==> src/tsra_pkg.sv <==
package tsra_pkg;

  localparam int SENSOR_COUNT       = 3;
  localparam int DEFAULT_RING_DEPTH = 8;

  localparam int WIDTH_W = 16;
  localparam int MM_W    = 8;
  localparam int CH_W    = 2;
  localparam int CFG_W   = 16;

  localparam logic [15:0] SCALE_RESET    = 16'd22599;
  localparam logic [15:0] TIMEOUT_RESET  = 16'd5000;
  localparam logic [7:0]  MAXRANGE_RESET = 8'd250;

  typedef enum logic [1:0] {
    CFG_MM_SCALE     = 2'd0,
    CFG_ECHO_TIMEOUT = 2'd1,
    CFG_MAX_RANGE    = 2'd2
  } cfg_index_t;

  typedef enum logic [CH_W-1:0] {
    CH_LEFT   = 2'd0,
    CH_CENTER = 2'd1,
    CH_RIGHT  = 2'd2
  } channel_t;

  typedef struct packed {
    logic [15:0] mm_scale_q16;
    logic [15:0] echo_timeout_us;
    logic [7:0]  max_range_mm;
  } cfg_t;

  // Pipeline control shared by the top level and the ring
  typedef struct packed {
    logic accept;
    logic adv1;
    logic adv2;
    logic s1_valid;
    logic s2_valid;
  } pipe_ctl_t;

endpackage

==> src/tsra_convert.sv <==
module tsra_convert (
  input  logic [tsra_pkg::WIDTH_W-1:0] echo_width_us,
  input  tsra_pkg::cfg_t               cfg,
  output logic [tsra_pkg::MM_W-1:0]    mm
);
  import tsra_pkg::*;

  logic [15:0] width_sel;
  logic [14:0] half_width;
  logic [30:0] product;
  logic [14:0] mm_full;

  always_comb begin
    // Missing echo: substitute half the timeout
    if (echo_width_us == '0) begin
      width_sel = {1'b0, cfg.echo_timeout_us[15:1]};
    end else begin
      width_sel = echo_width_us;
    end
    half_width = width_sel[15:1];
    product    = 31'(half_width) * 31'(cfg.mm_scale_q16);
    mm_full    = product[30:16];
    if (mm_full > 15'(cfg.max_range_mm)) begin
      mm = cfg.max_range_mm;
    end else begin
      mm = mm_full[7:0];
    end
  end

endmodule

==> src/tsra_ring.sv <==
module tsra_ring #(
  parameter int RING_DEPTH = tsra_pkg::DEFAULT_RING_DEPTH
) (
  input  logic                      clk,
  input  logic                      rst,
  input  tsra_pkg::pipe_ctl_t       ctl,
  input  logic [tsra_pkg::MM_W-1:0] mm,
  output tsra_pkg::channel_t        channel,
  output logic [tsra_pkg::MM_W-1:0] next_avg
);
  import tsra_pkg::*;

  localparam int POS_W     = (RING_DEPTH > 1) ? $clog2(RING_DEPTH) : 1;
  localparam int MEM_DEPTH = SENSOR_COUNT * RING_DEPTH;
  localparam int ADDR_W    = $clog2(MEM_DEPTH);
  localparam int SUM_W     = $clog2(RING_DEPTH * 255 + 1);
  localparam int DIV_SHIFT = SUM_W + $clog2(RING_DEPTH);
  localparam int RECIP_W   = SUM_W + 2;
  localparam int PROD_W    = SUM_W + RECIP_W;
  localparam logic [RECIP_W-1:0] RECIP =
    RECIP_W'(((64'd1 << DIV_SHIFT) + 64'(RING_DEPTH) - 64'd1) / 64'(RING_DEPTH));

  logic [MM_W-1:0]   mem [MEM_DEPTH];
  logic [MM_W-1:0]   rd_data;

  channel_t          next_sensor;
  logic [POS_W-1:0]  pos [SENSOR_COUNT];
  logic [SENSOR_COUNT-1:0] wrapped;
  logic [SUM_W-1:0]  sum [SENSOR_COUNT];

  channel_t          s1_ch;
  logic [POS_W-1:0]  s1_pos;
  logic              s1_old_valid;
  channel_t          s2_ch;
  logic [POS_W-1:0]  s2_pos;
  logic [MM_W-1:0]   s2_old;

  logic [POS_W-1:0]  cur_pos;
  logic              cur_wrap;
  logic [ADDR_W-1:0] rd_addr;
  logic [ADDR_W-1:0] wr_addr;
  logic [SUM_W-1:0]  new_sum;
  logic [PROD_W-1:0] quot_full;

  always_comb begin
    cur_pos   = pos[next_sensor];
    cur_wrap  = (cur_pos == POS_W'(RING_DEPTH - 1));
    rd_addr   = ADDR_W'(next_sensor) * ADDR_W'(RING_DEPTH) + ADDR_W'(cur_pos);
    wr_addr   = ADDR_W'(s2_ch) * ADDR_W'(RING_DEPTH) + ADDR_W'(s2_pos);
    new_sum   = sum[s2_ch] - SUM_W'(s2_old) + SUM_W'(mm);
    // Exact floor division by the ring depth through a rounded-up reciprocal
    quot_full = PROD_W'(new_sum) * PROD_W'(RECIP);
    next_avg  = quot_full[DIV_SHIFT +: MM_W];
    channel   = s2_ch;
  end

  always_ff @(posedge clk) begin
    if (rst) begin
      next_sensor <= CH_LEFT;
      wrapped     <= '0;
      for (int i = 0; i < SENSOR_COUNT; i++) begin
        pos[i] <= '0;
        sum[i] <= '0;
      end
    end else begin
      if (ctl.accept) begin
        next_sensor <= (next_sensor == CH_RIGHT) ? CH_LEFT : channel_t'(next_sensor + 2'd1);
        if (cur_wrap) begin
          pos[next_sensor]     <= '0;
          wrapped[next_sensor] <= 1'b1;
        end else begin
          pos[next_sensor] <= cur_pos + POS_W'(1);
        end
      end
      if (ctl.adv2) begin
        sum[s2_ch] <= new_sum;
      end
    end
  end

  // Entries are written in ring order, so an entry is stale only until its ring wraps
  always_ff @(posedge clk) begin
    if (ctl.accept) begin
      rd_data      <= mem[rd_addr];
      s1_ch        <= next_sensor;
      s1_pos       <= cur_pos;
      s1_old_valid <= wrapped[next_sensor];
    end
    if (ctl.adv1) begin
      s2_ch  <= s1_ch;
      s2_pos <= s1_pos;
      s2_old <= s1_old_valid ? rd_data : '0;
    end
    if (ctl.adv2) begin
      mem[wr_addr] <= mm;
    end
  end

`ifndef SYNTH
  a_sum_covers_old: assert property (@(posedge clk) disable iff (rst)
    ctl.adv2 |-> sum[s2_ch] >= SUM_W'(s2_old))
    else $error("running sum smaller than the evicted sample");

  a_no_ring_overlap: assert property (@(posedge clk) disable iff (rst)
    ctl.s1_valid && ctl.s2_valid |-> s1_ch != s2_ch)
    else $error("two requests in flight on the same sensor ring");
`endif

endmodule

==> src/three_sonar_range_averager.sv <==
// Three-sensor sonar range averager. Each accepted request carries one echo
// width and goes to the left, center and right sensor in turn, starting with
// left after reset. The width is converted to millimetres through the Q0.16
// scale, clamped at max_range_mm, and written into that sensor's sample ring;
// every result carries the channel, the new distance and the floor averages of
// all three rings. One request is accepted per cycle unless the output stalls;
// a result passes through the input register, the conversion multiplier and
// the ring update with its registered sample memory read, one stage each. The
// rings read as zero until written, so no clearing pass follows reset.
// Configuration must be written only while idle; the block does not check it.
module three_sonar_range_averager #(
  parameter int RING_DEPTH = tsra_pkg::DEFAULT_RING_DEPTH
) (
  input  logic                         clk,
  input  logic                         rst,
  input  logic                         write_enable,
  input  logic [1:0]                   write_index,
  input  logic [tsra_pkg::CFG_W-1:0]   write_data,
  input  logic                         in_valid,
  output logic                         in_stall,
  input  logic [tsra_pkg::WIDTH_W-1:0] echo_width_us,
  output logic                         out_valid,
  input  logic                         out_stall,
  output logic [tsra_pkg::CH_W-1:0]    sensor_channel,
  output logic [tsra_pkg::MM_W-1:0]    distance_mm,
  output logic [tsra_pkg::MM_W-1:0]    left_average_mm,
  output logic [tsra_pkg::MM_W-1:0]    center_average_mm,
  output logic [tsra_pkg::MM_W-1:0]    right_average_mm
);
  import tsra_pkg::*;

  cfg_t              cfg;
  pipe_ctl_t         ctl;

  logic              p1_valid;
  logic [WIDTH_W-1:0] p1_width;
  logic              p2_valid;
  logic [MM_W-1:0]   p2_mm;

  logic              out_free;
  logic              p2_free;
  logic              p1_free;
  logic [MM_W-1:0]   conv_mm;
  channel_t          ring_ch;
  logic [MM_W-1:0]   ring_avg;

  always_comb begin
    out_free     = !out_valid || !out_stall;
    ctl.adv2     = p2_valid && out_free;
    p2_free      = !p2_valid || ctl.adv2;
    ctl.adv1     = p1_valid && p2_free;
    p1_free      = !p1_valid || ctl.adv1;
    ctl.accept   = in_valid && p1_free;
    ctl.s1_valid = p1_valid;
    ctl.s2_valid = p2_valid;
    in_stall     = !p1_free;
  end

  always_ff @(posedge clk) begin
    if (rst) begin
      cfg.mm_scale_q16    <= SCALE_RESET;
      cfg.echo_timeout_us <= TIMEOUT_RESET;
      cfg.max_range_mm    <= MAXRANGE_RESET;
    end else if (write_enable) begin
      unique case (write_index)
        CFG_MM_SCALE:     cfg.mm_scale_q16    <= write_data[15:0];
        CFG_ECHO_TIMEOUT: cfg.echo_timeout_us <= write_data[15:0];
        CFG_MAX_RANGE:    cfg.max_range_mm    <= write_data[7:0];
        default: ;
      endcase
    end
  end

  tsra_convert u_convert (
    .echo_width_us (p1_width),
    .cfg           (cfg),
    .mm            (conv_mm)
  );

  tsra_ring #(
    .RING_DEPTH (RING_DEPTH)
  ) u_ring (
    .clk      (clk),
    .rst      (rst),
    .ctl      (ctl),
    .mm       (p2_mm),
    .channel  (ring_ch),
    .next_avg (ring_avg)
  );

  always_ff @(posedge clk) begin
    if (rst) begin
      p1_valid          <= 1'b0;
      p2_valid          <= 1'b0;
      out_valid         <= 1'b0;
      left_average_mm   <= '0;
      center_average_mm <= '0;
      right_average_mm  <= '0;
    end else begin
      if (p1_free) begin
        p1_valid <= in_valid;
      end
      if (p2_free) begin
        p2_valid <= p1_valid;
      end
      if (out_free) begin
        out_valid <= p2_valid;
      end
      // Average fields double as the per-sensor average state
      if (ctl.adv2) begin
        unique case (ring_ch)
          CH_LEFT:   left_average_mm   <= ring_avg;
          CH_CENTER: center_average_mm <= ring_avg;
          CH_RIGHT:  right_average_mm  <= ring_avg;
          default: ;
        endcase
      end
    end
  end

  always_ff @(posedge clk) begin
    if (ctl.accept) begin
      p1_width <= echo_width_us;
    end
    if (ctl.adv1) begin
      p2_mm <= conv_mm;
    end
    if (ctl.adv2) begin
      sensor_channel <= ring_ch;
      distance_mm    <= p2_mm;
    end
  end

`ifndef SYNTH
  a_stall_only_full: assert property (@(posedge clk) disable iff (rst)
    in_stall |-> p1_valid && p2_valid && out_valid && out_stall)
    else $error("input stalled while the pipeline has room");

  a_result_from_p2: assert property (@(posedge clk) disable iff (rst)
    $rose(out_valid) |-> $past(p2_valid))
    else $error("result raised without a request in the ring stage");
`endif

endmodule

==> config.mk <==
export PLATFORM = sky130hd
export DESIGN_NAME = three_sonar_range_averager
export DESIGN_NICKNAME = d
export VERILOG_FILES = /design/src/tsra_pkg.sv /design/src/tsra_convert.sv /design/src/tsra_ring.sv /design/src/three_sonar_range_averager.sv
export SDC_FILE = /design/constraint.sdc
export NUM_CORES = 1
export LEC_CHECK = 0
export ABC_AREA = 1
export BUFFER_PORTS_ARGS = -buffer_cell sky130_fd_sc_hd__buf_4
export CORE_MARGIN = 2
export CORE_UTILIZATION = 55
export CTS_BUF_LIST = sky130_fd_sc_hd__clkbuf_4 sky130_fd_sc_hd__clkbuf_8 sky130_fd_sc_hd__clkbuf_16
export DETAILED_ROUTE_END_ITERATION = 6
export GPL_TIMING_DRIVEN = 0
export HOLD_SLACK_MARGIN = 0.06
export PLACE_DENSITY_LB_ADDON = 0.12
export SYNTH_ARGS = -nofsm -noshare
export SYNTH_HDL_FRONTEND = slang
export SYNTH_SLANG_ARGS = --single-unit
==> constraint.sdc <==
create_clock -name clk -period 8.5 [get_ports clk]
set_input_delay 0.425 -clock clk [delete_from_list [all_inputs] [get_ports clk]]
set_output_delay 0.425 -clock clk [all_outputs]
set_load 0.01 [all_outputs]
# --- Word level (Yosys, flattened, before mapping) ---
# Memories as Yosys holds them, arrays and structs flattened. A register that Yosys moved wholly into a read port is not among the register bits.
# Index checks and enable logic that the tools add are counted.
totals:
  ramBits: 234
  wordCells: 97
  memories: 3
  ff_bits: 125
  in_bits: 39
  out_inout_bits: 36
op_classes:
  reduce_logical: 24
  bitwise: 2
  order_cmp: 3
  add_sub_neg: 6
  n_mul: 1
  n_eq_ne: 6
  mux: 31
memory_table:
  columns: ["memory", "depth", "width", "read_ports", "rd_ports_with_merged_regs", "write_ports", "line", "source"]
  rows:
  - ["u_ring.mem", 24, 8, 1, 1, 1, "tsra_ring.sv:23", "logic [MM_W-1:0] mem [MEM_DEPTH];"]
  - ["u_ring.sum", 3, 11, 1, 1, 3, "tsra_ring.sv:29", "logic [SUM_W-1:0] sum [SENSOR_COUNT];"]
  - ["u_ring.pos", 3, 3, 1, 1, 3, "tsra_ring.sv:27", "logic [POS_W-1:0] pos [SENSOR_COUNT];"]
op_table:
  columns: ["op", "count"]
  rows:
  - ["multiplier 15 x 16 -> 31 bit", 1]
  - ["2-to-1 mux 1 bit", 18]
  - ["logical NOT 16 bit", 1]
  - ["2-to-1 mux 16 bit", 1]
  - ["greater-than comparator 15 x 8 -> 1 bit", 1]
  - ["AND reduction 2 bit", 7]
  - ["2-to-1 mux 2 bit", 6]
  - ["adder 11 x 8 -> 11 bit", 1]
  - ["2-to-1 mux 11 bit", 1]
  - ["OR reduction 11 bit", 1]
  - ["subtractor 11 x 8 -> 11 bit", 1]
  - ["adder 5 x 3 -> 5 bit", 2]
  - ["2-to-1 mux 8 bit", 1]
  - ["== test 2 bit, second input constant", 3]
  - ["2-to-1 mux 3 bit", 2]
  - ["logical NOT 1 bit", 5]
  - ["== test 2 x 1 -> 1 bit, second input constant", 2]
  - ["logical AND 1 bit", 4]
  - ["logical NOT 2 bit", 2]
  - ["adder 3 x 1 -> 3 bit, second input constant", 1]
  - ["== test 3 bit, second input constant", 1]
  - ["logical OR 1 bit", 3]
  - ["< comparator 2 x 3 -> 1 bit, second input constant", 1]
  - ["OR 3 bit", 1]
  - ["6 further kinds", 6]

# --- Longest topological paths before layout ---
# Gate-level depths: netlist (run 1).
depth:
  ltp_word: 13
  ltp_mapped: 50

# --- By module ---
# Synthesis (run 1) repeated with hierarchy kept, for this count alone.
unflattened:
  hier_cells: 2713
  hier_area_um2: 24986.5
by_module_without_submodules:
  columns: ["mod", "area_each_um2", "instances", "cells_each"]
  rows:
  - ["tsra_ring", 12938.7, 1, 1199]
  - ["tsra_convert", 8469.4, 1, 1140]
  - ["three_sonar_range_averager", 3578.4, 1, 374]

# --- Worst setup path before layout (run 1) ---
# OpenSTA, ideal clock, no wires.
synth_path:
  path_kind: "flip-flop to flip-flop"
  startpoint: "register p1_width[15]"
  endpoint: "register p2_mm[0], data pin"
  period_less_slack_ns: 7.651
  setup_time_ns: 0.252
  t_arrival_ns: 7.399
  path_slack_ns: 0.849
  path_buffers: 3
  required_ns: 8.248
  stages_incl_launch_ff: 42
  cell_sequence: "edfxtp_1 buf_6 nor2_4 nand2_2 nor2_4 nand2_1 inv_1 clkbuf_1 nand2_1 nand2_1 clkbuf_1 nand2_1 fa_1 fa_1 inv_1 fa_1 fa_1 fa_1 (+6 left out) a21oi_1 nor2_1 nor2_1 o21ai_1 a31oi_1 o21ai_1 xor2_1 ha_1 nand2_1 or4_1 nand2_1 nand2_1 nor2_2 nand3_1 nor2_1 nand2_2 nand2_1 nand2_1"
synth_via:
  elab_chain_len: 5
synth_rtl:
  columns: ["element", "line", "source"]
  rows:
  - ["start, declared", "three_sonar_range_averager.sv:36", "logic [WIDTH_W-1:0] p1_width;"]
  - ["start signal, assigned", "three_sonar_range_averager.sv:123", "p1_width <= echo_width_us;"]
  - ["logical NOT 16 bit", "tsra_convert.sv:15", "if (echo_width_us == '0) begin"]
  - ["2-to-1 mux 16 bit (*)", "tsra_convert.sv:15", null]
  - ["multiplier 15 x 16 -> 31 bit (*)", "tsra_convert.sv:21", "product = 31'(half_width) * 31'(cfg.mm_scale_q16);"]
  - ["greater-than comparator 15 x 8 -> 1 bit", "tsra_convert.sv:23", "if (mm_full > 15'(cfg.max_range_mm)) begin"]
  - ["2-to-1 mux 8 bit (*)", "tsra_convert.sv:23", null]
  - ["net conv_mm[0]", "three_sonar_range_averager.sv:43", "logic [MM_W-1:0] conv_mm;"]
  - ["end signal, assigned", "three_sonar_range_averager.sv:126", "p2_mm <= conv_mm;"]
  - ["end, declared", "three_sonar_range_averager.sv:38", "logic [MM_W-1:0] p2_mm;"]
# The timed path passes the listed nets; every way through them passes the cells marked *.
# A chain may end at the register's enable or synchronous reset.

# --- Worst setup path in the final report (run 1) ---
layout_path:
  startpoint: "register p1_width[15]"
  endpoint: "register p2_mm[3], data pin"
# The elaborated chain is that of the path after synthesis.

==> metrics.txt, run 1 <==
outcome complete, no violations; final setup TNS 0 ps; start point of the worst min-delay path echo_width_us[9]; Logic pwr share 0.564; Least-Margin Pin Slew 1240 ps; Synth async-reset ratio 0; Die Width 211 um; CTS tree done; Power Density 342 nW/um^2; synth warn 0; die area 44300 um^2; Max Cap Violations 0; CP required 8800 ps; port bufs 73; R2R depth 43; CORE AREA 42000 um^2; # DRC 0; post-route cell area 26500 um^2; Crit Path Max Fanout 10; r2r endpoint p2_mm[3]$_DFFE_PP_; layout cells sized above 1 0.102; Pleak 0.0113 uW; reg2reg setup slack 290 ps; maximum vdd drop 0.000414 V; Cell Area, Synth 23500 um^2; Setup Viol. Count Final 0; Max Clk Rate 122 MHz; Ant. Diodes 0; Core Util, Final 0.630; Die Y 211 um; total grt overflow 0; largest net degree at the start of global routing 34; Final Cycle Share 0.965; Critical Path Max Stage Delay 540 ps; kind of critical path register to register; Synthesized Nets 2718; Initial Util 0.558; post-route ant nets 0; Sw Ratio 0.449; Critical path buffers and inverters 9; htree depth 2; Critical R2R Launch p1_width[15]$_DFFE_PP_; Seq cells post-synth 383; global-route wire length before repair 96000 um; Initial DRT Pass Iterations 6; average wire per standard cell 19.9 um; NetSw 4060 uW; max_slew headroom 0.170; final WL 61500 um; Filler Cell Count 3488; top post-synthesis cells by area edfxtp_1, fa_1, dfxtp_1; Tot Pwr 9050 uW; Placed Area 24700 um^2; GRT Util Overall 0.283; Fin. Hold Viols 0; number of synthesized flops with an enable pin 309; CTS root buf clkbuf_16; Worst-Skew Late Latency 550 ps; initial antenna violation count 0; I/O pins 75; Levels on crit path 43; vias per cell 5.72; kind of end point of the critical path register; Worst Setup EP p2_mm[3]$_DFFE_PP_; P&R area growth vs syn 12.8%; Synth top area share 0.396; CP Launch Type register; Bufs on Longest Clock Path 3; WP data arrival 8500 ps; nets 2859; vias in the first global route 17.4k; Seq pwr share 0.247; Slowest cell on crit path fa_1; sequential area share after synthesis 0.459; internal power 4990 uW; total number of vias 17.7k; Synth area leader edfxtp_1; Hold Path Class primary input to register; Syn Inst Count 2379; Worst Skew 21.7 ps; Clk network pwr share 0.188; Final min period 8210 ps; Slew Limit Fails 0; Clk pin slew, worst setup/hold paths 60 ps; storage element area 10800 um^2; Synth Flop Type edfxtp_1; Clock Sinks 383; TritonCTS Buffers 39; syn avg cell area 9.86 um^2; Critical Path Start p1_width[15]$_DFFE_PP_; Row Count 75; area of the multi-input gates 11100 um^2; Yosys cell types 48; delay-heaviest family, CP adder cells; GPL Wtd Cong 0.924; HPWL Detailed 45500 um; First DRT Iteration DRCs 1835
[cell usage after synthesis, types with 3 or more instances]
library cell and count:
dfxtp_1 74, inv_2 5, o221ai_1 24, a21o_1 4
o22ai_1 24, xnor2_1 8, ha_1 113, clkbuf_1 69
a32oi_1 4, clkinv_1 12, o21ai_1 14, nor4_1 3
a21oi_1 63, nor2_4 4, o21ai_0 153, a32o_1 9
nand2_1 369, xor2_1 11, nor2_1 366, nor3_1 15
buf_1 7, edfxtp_1 309, nand3_2 11, inv_1 387
fa_1 187, a31oi_1 12, o211ai_1 37, nand3_1 44
nand2_2 17
[logic make-up after synthesis]
| logic type | share of synthesized area |
|---|---|
| AND/OR/NAND/NOR | 0.144 |
| buffers and inverters | 0.0780 |
| flip-flops | 0.459 |
| AO/OA/AOI/OAI | 0.0913 |
| adder cells (fa/ha/maj) | 0.220 |
| XOR/XNOR | 0.00710 |
| multiplexers | 0.000427 |
[metrics by stage]
| step | std cells | hold slack, ps | setup slack [ps] |
|---|---|---|---|
| 2_1_floorplan | 2379 | 400 | 849 |
| 3_3_place_gp | 2991 | 402 | -372 |
| 3_5_place_dp | 2993 | 405 | -484 |
| 4_1_cts | 3073 | 61.1 | 17.0 |
| 5_1_grt | 3088 | 63.8 | -92.5 |
| 6_report | 3088 | 76.3 | 294 |
[power groups by stage]
stage / registers, uW / clock network (uW) / logic (uW)
6_report: 2240 / 1700 / 5110
5_1_grt: 2250 / 1790 / 5700
3_3_place_gp: 2270 / 0 / 4550
4_1_cts: 2240 / 1720 / 4670
3_5_place_dp: 2280 / 0 / 4610
2_1_floorplan: 2230 / 0 / 3430
[routing by layer]
layer | global-route usage | up-vias | wire length, um
li1 | - | 8028 | -
met1 | 0.397 | 8756 | 25300
met2 | 0.467 | 792 | 29100
met3 | 0.0442 | 93 | 5630
met4 | 0.0697 | 0 | 1440
met5 | 0 | - | 0
[cell type report]
cell class                 instances  share of cell area
multi-input combinational       1512               0.418
sequential                       383               0.407
inverter                         404              0.0579
clock buffer                      52              0.0408
timing repair buffer             103              0.0308
tap                              539              0.0255
buffer                            77              0.0133
clock inverter                    18             0.00671
[worst min path at each step]
| stage | to | slack (ps) | cells past startpoint |
|---|---|---|---|
| 2_1_floorplan | u_ring.s2_pos[0]$_DFFE_PP_ | 400 | 0 |
| 3_3_place_gp | u_ring.s2_pos[2]$_DFFE_PP_ | 400 | 0 |
| 3_5_place_dp | u_ring.s2_pos[1]$_DFFE_PP_ | 410 | 0 |
| 4_1_cts | p1_width[9]$_DFFE_PP_ | 60 | 1 |
| 5_1_grt | p1_width[9]$_DFFE_PP_ | 60 | 1 |
| 6_report | p1_width[9]$_DFFE_PP_ | 80 | 1 |
[cell usage in the layout, fill, tap and decap left out, types with 8 or more instances in the layout]
master	instances
nand3_2	12
clkinv_1	17
o21ai_0	151
dlygate4sd3_1	12
clkbuf_16	39
nor2_1	355
edfxtp_1	309
a21oi_1	58
xor2_1	10
buf_4	90
a32o_1	9
fa_1	187
a31oi_1	10
nand2_2	22
dfxtp_1	74
clkbuf_4	14
inv_2	8
o21ai_1	16
nand3_1	43
nor2_2	10
o221ai_1	24
nand2_1	357
inv_1	381
nand2_4	8
nor3_1	14
ha_1	110
o211ai_1	37
o22ai_1	24
clkbuf_1	59
[what timing repair did]
item	4_1_cts	5_1_grt
hold endpoints to repair	11	1
pin swaps	0	5
setup buffers	0	16
gates resized for setup	18	74
hold buffers	11	1
endpoints found under the setup margin	8	8
[sequential cells by signal, summed over array words and instances (netlist names), 12 cells and up, named ones only]
signal      count
u_ring.mem    192
cfg            38
u_ring.pos     12
u_ring.sum     44
p1_width       16
[worst register-to-register path, delay by kind of cell, from the launching register on]
kind	cells	cell delay, ps
adder cells (fa/ha/maj)	8	3270
flip-flops	1	380
AO/OA/AOI/OAI	6	970
XOR/XNOR	1	170
AND/OR/NAND/NOR	19	2180
buffers and inverters	9	1000
Power figures use the tool's default switching activity.
==> run 2, diff against run 1 <==
--- a/config.mk
+++ b/config.mk
@@ -7,11 +7,12 @@
 export LEC_CHECK = 0
 export ABC_AREA = 1
 export BUFFER_PORTS_ARGS = -buffer_cell sky130_fd_sc_hd__buf_4
+export CORE_ASPECT_RATIO = 1.4
 export CORE_MARGIN = 2
 export CORE_UTILIZATION = 55
 export CTS_BUF_LIST = sky130_fd_sc_hd__clkbuf_4 sky130_fd_sc_hd__clkbuf_8 sky130_fd_sc_hd__clkbuf_16
+export CTS_CLUSTER_DIAMETER = 60
 export DETAILED_ROUTE_END_ITERATION = 6
-export GPL_TIMING_DRIVEN = 0
 export HOLD_SLACK_MARGIN = 0.06
 export PLACE_DENSITY_LB_ADDON = 0.12
 export SYNTH_ARGS = -nofsm -noshare
==> run 2 against run 1 <==
Net effect: core utilization down 0.46 points; count of clock-buffer cells in the layout down 10; non-clock buffer count down 43; worst hold slack better by 22 ps; total power down 0.46%; final cell count down 1.3%; critical endpoint is now p2_mm[5]$_DFFE_PP_; largest cell class unchanged.
==> metrics.txt, run 2 (synthesis gave the netlist of run 1 again) <==
Logic pwr share 0.567; Hold Path Class primary input to register; Worst-Skew Late Latency 540 ps; # DRC 0; Fin. Hold Viols 0; max FFs per register 192; WP data arrival 8340 ps; Max Cap Violations 0; total grt overflow 0; NetSw 4090 uW; total number of vias 17.2k; Bufs on Longest Clock Path 3; Slowest cell on crit path fa_1; GRT Util Overall 0.293; initial antenna violation count 0; Clk network pwr share 0.185; Sw Ratio 0.454; Slew Limit Fails 0; Crit Path Max Fanout 8; Reg with most FFs u_ring.mem; htree depth 2; average wire per standard cell 20.9 um; Clock Sinks 383; Die Y 248 um; Final min period 8060 ps; Core Util, Final 0.625; Pleak 0.0113 uW; HPWL Detailed 47600 um; Least-Margin Pin Slew 1130 ps; most frequent cells in the layout inv_1, nor2_1, nand2_1, edfxtp_1, fa_1; Max Clk Rate 124 MHz; kind of critical path register to register; post-route cell area 26300 um^2; Die Width 179 um; maximum vdd drop 0.000318 V; Row Count 89; most common cell after layout, fill and taps aside inv_1; vias in the first global route 17.7k; max_slew headroom 0.243; Final Cycle Share 0.948; Clk pin slew, worst setup/hold paths 60 ps; CORE AREA 42100 um^2; placed insts 2956; Placed Area 24700 um^2; die area 44300 um^2; P&R area growth vs syn 12.2%; I/O pins 75; CTS root buf clkbuf_16; post-route ant nets 0; TritonCTS Buffers 37; WHS Path Cells 1; Post-Layout Cell Count 3049; kind of end point of the critical path register; outcome complete, no violations; nets 2815; Power Density 342 nW/um^2; First DRT Iteration DRCs 1034; port bufs 74; R2R depth 46; Largest regs u_ring.mem (192), u_ring.sum (44), cfg (38); Worst Skew 30.9 ps; CP Launch Type register; Seq pwr share 0.248; Ant. Diodes 0; GPL Wtd Cong 1.00; largest net degree at the start of global routing 100; Tot Pwr 9010 uW; Initial Util 0.557; Setup Viol. Count Final 0; CTS tree done; CP required 8780 ps; Initial DRT Pass Iterations 6; vias per cell 5.66; layout cells sized above 1 0.107; global-route wire length before repair 97200 um; internal power 4920 uW; Critical Path Max Stage Delay 550 ps; final WL 63600 um; Top cell by count, worst path nand2_1
run 2: cell count changes in the layout (fill, tap and decap cells not counted), sizes merged:
cell / change
buf: +20
bufinv: +1
clkbuf: -71
clkinv: +8
clkinvlp: +3
dlygate4sd3: -2
inv: -5
run 2: per-stage QoR:
stage / TNS [ps] / setup slack [ps] / hold WS (ps)
3_5_place_dp: 0 / 153 / 407
2_1_floorplan: 0 / 849 / 400
5_1_grt: -158 / -46.4 / 81.1
6_report: 0 / 440 / 98.8
3_3_place_gp: 0 / 282 / 405
4_1_cts: 0 / 137 / 87.9
run 2: what timing repair did:
item / 4_1_cts / 5_1_grt
setup buffers: 0 / 16
gates resized for setup: 0 / 35
hold buffers: 10 / 0
setup endpoints to repair: 0 / 8
hold endpoints to repair: 10 / 0
run 2: path summary, 6_finish.rpt:
path	slack (ps)	from	end
setup / recovery	440	p1_width[1]$_DFFE_PP_	p2_mm[5]$_DFFE_PP_
hold / removal	100	echo_width_us[11]	p1_width[11]$_DFFE_PP_
setup reg to reg	440	p1_width[1]$_DFFE_PP_	p2_mm[5]$_DFFE_PP_
hold reg to reg	420	u_ring.s1_pos[1]$_DFFE_PP_	u_ring.s2_pos[1]$_DFFE_PP_
run 2: per-layer routing:
metal  up-vias  track usage  part of all wire
met5         -            0                 0
met4         0        0.185             0.070
met3       186       0.0223             0.041
met2       556        0.557              0.55
met1      8570        0.310              0.34
li1       7934            -                 -
run 2: layout make-up:
cell class                 instances  area (um^2)
timing repair buffer             137         1110
timing repair inverter             1         7.51
sequential                       383        10800
fill                            3500        15800
multi-input combinational       1512        11000
tap                              546          683
clock inverter                    24          239
inverter                         404         1540
clock buffer                      42          981
run 2: power groups by stage:
stage / combinational (uW) / sequential [uW] / clock [uW]
after floorplan: 3430 / 2230 / 0
after global placement: 4670 / 2270 / 0
after detailed placement: 4750 / 2280 / 0
after CTS: 4790 / 2240 / 1680
after global routing: 5670 / 2240 / 1750
final: 5100 / 2240 / 1670
run 2: critical path, delay by kind of cell, from the launching register on:
kind / cells / cell delay, ps
flip-flops: 1 / 380
AO/OA/AOI/OAI: 3 / 580
AND/OR/NAND/NOR: 23 / 1860
buffers and inverters: 11 / 1050
adder cells (fa/ha/maj): 8 / 3650
XOR/XNOR: 1 / 240
